===== config.mk =====
export PLATFORM = sky130hd
export DESIGN_NAME = nft_ctrl
export DESIGN_NICKNAME = d
export VERILOG_FILES = /design/src/next_fit_id_table_defines.svh /design/src/nft_pkg.sv /design/src/nft_ctrl.sv
export SDC_FILE = /design/constraint.sdc
export NUM_CORES = 1
export LEC_CHECK = 0
export ABC_CLOCK_PERIOD_IN_PS = 1000
export BUFFER_PORTS_ARGS = -buffer_cell sky130_fd_sc_hd__buf_2
export CORE_AREA = 2 2 39 41
export DETAILED_ROUTE_END_ITERATION = 6
export DIE_AREA = 0 0 41 43
export PLACE_DENSITY = 0.3
export SKIP_CTS_REPAIR_TIMING = 1
export SLEW_MARGIN = 20
export SYNTH_ARGS = -nofsm -noshare
export SYNTH_HDL_FRONTEND = slang
export SYNTH_SLANG_ARGS = --single-unit

===== constraint.sdc =====
create_clock -name clk -period 1 [get_ports clk]
set_input_delay 0.15 -clock clk [delete_from_list [all_inputs] [get_ports clk]]
set_output_delay 0.15 -clock clk [all_outputs]
set_load 0.01 [all_outputs]

===== src/next_fit_id_table_defines.svh =====
// Assertion macros shared by the next-fit ID table RTL.
// Used by nft_dp; expects clk and rst_n in the calling scope.
`ifndef NEXT_FIT_ID_TABLE_DEFINES_SVH
`define NEXT_FIT_ID_TABLE_DEFINES_SVH

`ifndef SYNTHESIS
// Property checked outside reset
`define NFT_ASSERT(lbl, prop) \
  lbl: assert property (@(posedge clk) disable iff (!rst_n) prop) \
    else $error("next_fit_id_table: assertion failed");
// Property checked also while reset is held
`define NFT_ASSERT_ALWAYS(lbl, prop) \
  lbl: assert property (@(posedge clk) prop) \
    else $error("next_fit_id_table: assertion failed");
`else
`define NFT_ASSERT(lbl, prop)
`define NFT_ASSERT_ALWAYS(lbl, prop)
`endif

`endif


===== src/nft_pkg.sv =====
// Package for the next-fit ID table: field types, codes, command/status structs.
// No dependencies; imported by every other file of the block except the defines header.
package nft_pkg;

  localparam int SLOT_COUNT_DEF   = 1024;
  localparam int HANDLE_BITS_DEF  = 32;

  localparam int OPCODE_BITS      = 2;
  localparam int STATUS_BITS      = 2;
  localparam int ID_BITS          = 10;
  localparam int PORT_HANDLE_BITS = 32;

  typedef logic [OPCODE_BITS-1:0]      opcode_t;
  typedef logic [STATUS_BITS-1:0]      status_t;
  typedef logic [ID_BITS-1:0]          id_t;
  typedef logic [PORT_HANDLE_BITS-1:0] port_handle_t;

  // request codes
  localparam opcode_t OP_ALLOC  = 2'd0;
  localparam opcode_t OP_LOOKUP = 2'd1;
  localparam opcode_t OP_FREE   = 2'd2;

  // result codes
  localparam status_t ST_OK        = 2'd0;
  localparam status_t ST_NOT_FOUND = 2'd1;
  localparam status_t ST_FULL      = 2'd2;

  // controller -> datapath
  typedef struct packed {
    logic load;    // capture the input item
    logic rd;      // read the current valid-bit row and handle
    logic step;    // move the scan to the next row
    logic commit;  // update the table and load the result register
    logic clr_wr;  // clearing pass: initialise one row
  } nft_cmd_t;

  // datapath -> controller
  typedef struct packed {
    logic scan_done;  // outcome of the current item is known
    logic clr_last;   // clearing pass is on its last row
    logic out_free;   // result register can take a new item
  } nft_sts_t;

  // width of one valid-bit row: 32, or the next power of two for tiny tables
  function automatic int word_bits(input int n);
    return (n >= 32) ? 32 : (1 << $clog2(n));
  endfunction

endpackage


===== src/nft_ctrl.sv =====
// Controller of the next-fit ID table: clearing pass, request sequencing, scan loop.
// Depends on nft_pkg; drives nft_dp through nft_cmd_t.
module nft_ctrl (
  input  logic              clk,
  input  logic              rst_n,
  input  logic              in_valid,
  output logic              in_ready,
  input  nft_pkg::nft_sts_t sts,
  output nft_pkg::nft_cmd_t cmd
);
  import nft_pkg::*;

  localparam logic [1:0] S_CLEAR = 2'd0;
  localparam logic [1:0] S_IDLE  = 2'd1;
  localparam logic [1:0] S_READ  = 2'd2;
  localparam logic [1:0] S_CHECK = 2'd3;

  logic [1:0] state_r;
  logic [1:0] state_nxt;

  assign in_ready = (state_r == S_IDLE);

  // next state and commands
  always_comb begin
    cmd       = '0;
    state_nxt = state_r;
    unique case (state_r)
      S_CLEAR: begin
        cmd.clr_wr = 1'b1;
        if (sts.clr_last) begin
          state_nxt = S_IDLE;
        end
      end
      S_IDLE: begin
        if (in_valid) begin
          cmd.load  = 1'b1;
          state_nxt = S_READ;
        end
      end
      S_READ: begin
        cmd.rd    = 1'b1;
        state_nxt = S_CHECK;
      end
      S_CHECK: begin
        if (!sts.scan_done) begin
          cmd.step  = 1'b1;
          state_nxt = S_READ;
        end else if (sts.out_free) begin
          cmd.commit = 1'b1;
          state_nxt  = S_IDLE;
        end
      end
      default: state_nxt = S_CLEAR;
    endcase
  end

  // state register
  always_ff @(posedge clk) begin
    if (!rst_n) begin
      state_r <= S_CLEAR;
    end else begin
      state_r <= state_nxt;
    end
  end

endmodule


* Word-level counts from Yosys, hierarchy flattened
Cells that the tools add are included.
Storage, ports and cells: word-level logic and storage cells 22, flip-flop bits (word level) 2, input bits 6, output and inout port bits 6
Operators by class: reduce and logical (&&, ||, !) cells 2, equality and inequality tests 6, mux-type cells 13
Operators with widths (count):
- two-way mux 2 bit | 5
- case mux 2 bit (4 select lines) | 1
- two-way mux 1 bit | 7
- equality test 2 bit (second input constant) | 2
- != test 2 bit (second input constant) | 2
- != test 3 bit (second input constant) | 1
- AND reduction 3 bit | 1
- equality test 2 x 1 -> 1 bit (second input constant) | 1
- zero test 2 bit | 1

* Longest topological paths before layout
depth in word-level cells 3, mapped depth 3, mapped depth without buffers 3

* Worst setup path after synthesis
OpenSTA, ideal clock, no wires.
path kind reg-to-output, start point register state_r[0], end point output cmd[4] (netlist name), path slack 0.010 ns, data arrival time 0.840 ns, buffers on the path 0, data required time 0.850 ns, stages on the path, launching flop included 3, cell sequence dfxtp_1 -> nor2b_1 -> and2_1
RTL lines:
- start: declaration | RTL line nft_ctrl.sv:18 | logic [1:0] state_r;
- start signal: assignment | RTL line nft_ctrl.sv:62 | state_r <= state_nxt;
- end: declaration | RTL line nft_ctrl.sv:9 | output nft_pkg::nft_cmd_t cmd

==> flow_metrics.env <==
export IMPL_status="finished, violations left"
export IMPL_violations="negative setup slack"
export IMPL_r2r_worst_path_cells=3
export IMPL_max_freq_mhz=908
export IMPL_fin_tns_setup_ps=-344
export IMPL_ys_ff_latch=2
export IMPL_syn_inst=15
export IMPL_yosys_top_cells_area="dfxtp_1 (33%), nor3b_2 (10%), nor2_1 (9.4%)"
export IMPL_top_regs="state_r (2)"
export IMPL_antennaDiodeCount=0
export IMPL_cp_end_kind="primary output"
export IMPL_wl_met2_um=148
export IMPL_portBuffers=11
export IMPL_avgRoutedWirePerCell_um=8.16
export IMPL_arrival_ps=950
export IMPL_drtPass1Iterations=3
export IMPL_worstMarginPinSlew_ps=182
export IMPL_vdd_drop_max_mv=0.312
export IMPL_wl_met3_um=41
export IMPL_grt_pass1_wl_um=462
export IMPL_synth_area_um2=120
export IMPL_path_class="flip-flop to primary output"
export IMPL_path_delay_family="flip-flops"
export IMPL_grt_max_degree=8
export IMPL_cts_buffers=3
export IMPL_largest_register="state_r"
export IMPL_rsz0062_at_grt="yes"
export IMPL_r2r_slack_ps=160
export IMPL_finalHoldWorstSlack_ps=174
export IMPL_min_to="state_r[0]"
export IMPL_cts_tree="done"
export IMPL_slew_viol_final=0
export IMPL_pin_count=12
export IMPL_remaining_drc_errors=0
export IMPL_r2r_start="state_r[0]"
export IMPL_coreArea_um2=1380
export IMPL_worstPathRequired_ps=850
export IMPL_ys_warn_count=0
export IMPL_grt_pass1_vias=120
export IMPL_setup_viol=5
export IMPL_fin_area_um2=248
export IMPL_clock_sinks=2
export IMPL_cp_cell_sequence="nor2b_4 -> and2_4 -> buf_6"
export IMPL_cp_max_fo=7
export IMPL_synth_top_area_frac=0.333
export IMPL_total_power_mw=0.360
export IMPL_start_util=0.0868
export IMPL_yosysTopAreaCell="dfxtp_1"
export IMPL_fp_dieW_um=41
export IMPL_fin_util=0.179
export IMPL_vias=157
export IMPL_cellPowerDensity_nw_per_um2=1450
export IMPL_wl_met1_um=177
export IMPL_worst_path_buf_inv=1
export IMPL_synthToLayoutAreaGrowth_pct=106
export IMPL_synth_fp_nets=21
export IMPL_totalWireLength_um=367
export IMPL_drive_gt1_frac=0.724
export IMPL_largest_register_ffs=2
export IMPL_cts_path_max_buffers=2
export IMPL_antenna_left=0
export IMPL_gp_congestion=0.679
export IMPL_syn_area_per_cell_um2=8.01
export IMPL_relSlewSlack=0.879
export IMPL_leakage_nw=0.117
export IMPL_antenna_found_initial=0
export IMPL_die_h_um=43
export IMPL_max_stage_delay_ps=360
export IMPL_dieArea_um2=1760
export IMPL_clk_latency_ps=220
export IMPL_fin_crit_sh=1.10
export IMPL_htree_levels=1
export IMPL_cap_violations=0
export IMPL_std_cell_rows=14
export IMPL_grt_overflow=0
export IMPL_worst_slack_ps=-102
export IMPL_root_buffer="clkbuf_4"
export IMPL_post_drt_via_cell_ratio=3.49
export IMPL_slowest_stage="dfxtp_4"
export IMPL_nets=37
export IMPL_min_period_ps=1100
export IMPL_hp_start="rst_n"
export IMPL_finalClockSkew_ps=0.503
export IMPL_holdPathStages=2
export IMPL_grt_usage=0.0451
export IMPL_synth_cell_types=10
export IMPL_start_kind="flip-flop"
export IMPL_routed_top_layer="met3"
export IMPL_drtIter0Drc=3
export IMPL_clkSlewWorstSetupHoldPaths_ps=30
export IMPL_hold_path_class="input pin to flip-flop"
export IMPL_dpl_instance_area_um2=195
export IMPL_ys_seq_area_frac=0.333
export IMPL_r2r_end="state_r[0]"
export IMPL_final_hold_viol_count=0
==> placed cells by master (no fill, tap or decap) <==
| master | instances |
|---|---|
| buf_2 | 9 |
| nor2_1 | 3 |
| clkbuf_4 | 3 |
| nand2_1 | 2 |
| a21oi_1 | 2 |
| buf_6 | 2 |
| dfxtp_4 | 2 |
| nor2_2 | 1 |
| and2b_2 | 1 |
| nor2b_4 | 1 |
| and2_4 | 1 |
| o221a_1 | 1 |
| nor3b_2 | 1 |
==> cells in the mapped netlist <==
cell type	instances
o221a_1	1
nor2_1	3
nand2_1	2
and2_1	1
nor3b_2	1
a21oi_1	2
and2b_2	1
nor2_2	1
dfxtp_1	2
nor2b_1	1
==> logic make-up (layout without fill, tap and decap cells) <==
group | after synthesis | count (layout) | share of synthesized area
AO/OA/AOI/OAI | 3 | 3 | 0.177
buffers and inverters | 0 | 14 | 0
flip-flops | 2 | 2 | 0.333
AND/OR/NAND/NOR | 10 | 10 | 0.490
==> worst reg2reg max path: cells and delay by family, from the launching register on <==
kind | cells | cell delay [ps]
AO/OA/AOI/OAI | 2 | 270
flip-flops | 1 | 350
AND/OR/NAND/NOR | 1 | 110
==> per-layer routing <==
metal	up-vias	global-route usage
met5	-	0
met4	0	0.0800
met3	0	0.0157
met2	11	0.0313
met1	67	0.0639
li1	79	-
==> metrics by stage <==
stage / cells / setup slack [ps]
6_report: 45 / -102
5_1_grt: 45 / -153
4_1_cts: 45 / -218
3_5_place_dp: 42 / 25.4
3_3_place_gp: 42 / 55.9
2_1_floorplan: 15 / 9.70
==> how the worst max path moves through the flow <==
stage	endpoint	cells past startpoint	startpoint	slack, ps
floorplan	cmd[4]	2	state_r[0]	10
global placement	cmd[4]	3	state_r[0]	60
detailed placement	cmd[4]	3	state_r[0]	30
CTS	cmd[4]	3	state_r[0]	-220
global route	cmd[4]	3	state_r[0]	-150
finish	cmd[4]	3	state_r[0]	-100
==> cell type report <==
type	count	area, um2
Sequential cell	2	47.5
Fill cell	156	1140
Tap cell	16	20.0
Timing Repair Buffer	11	67.6
Clock buffer	3	22.5
Multi-Input combinational cell	13	90.1
==> where the power goes <==
part           switching (mW)  internal (mW)
logic                  0.0350         0.0477
clock network          0.0442          0.132
registers              0.0125         0.0883
total                  0.0917          0.268
(Power assumes the default switching activity.)
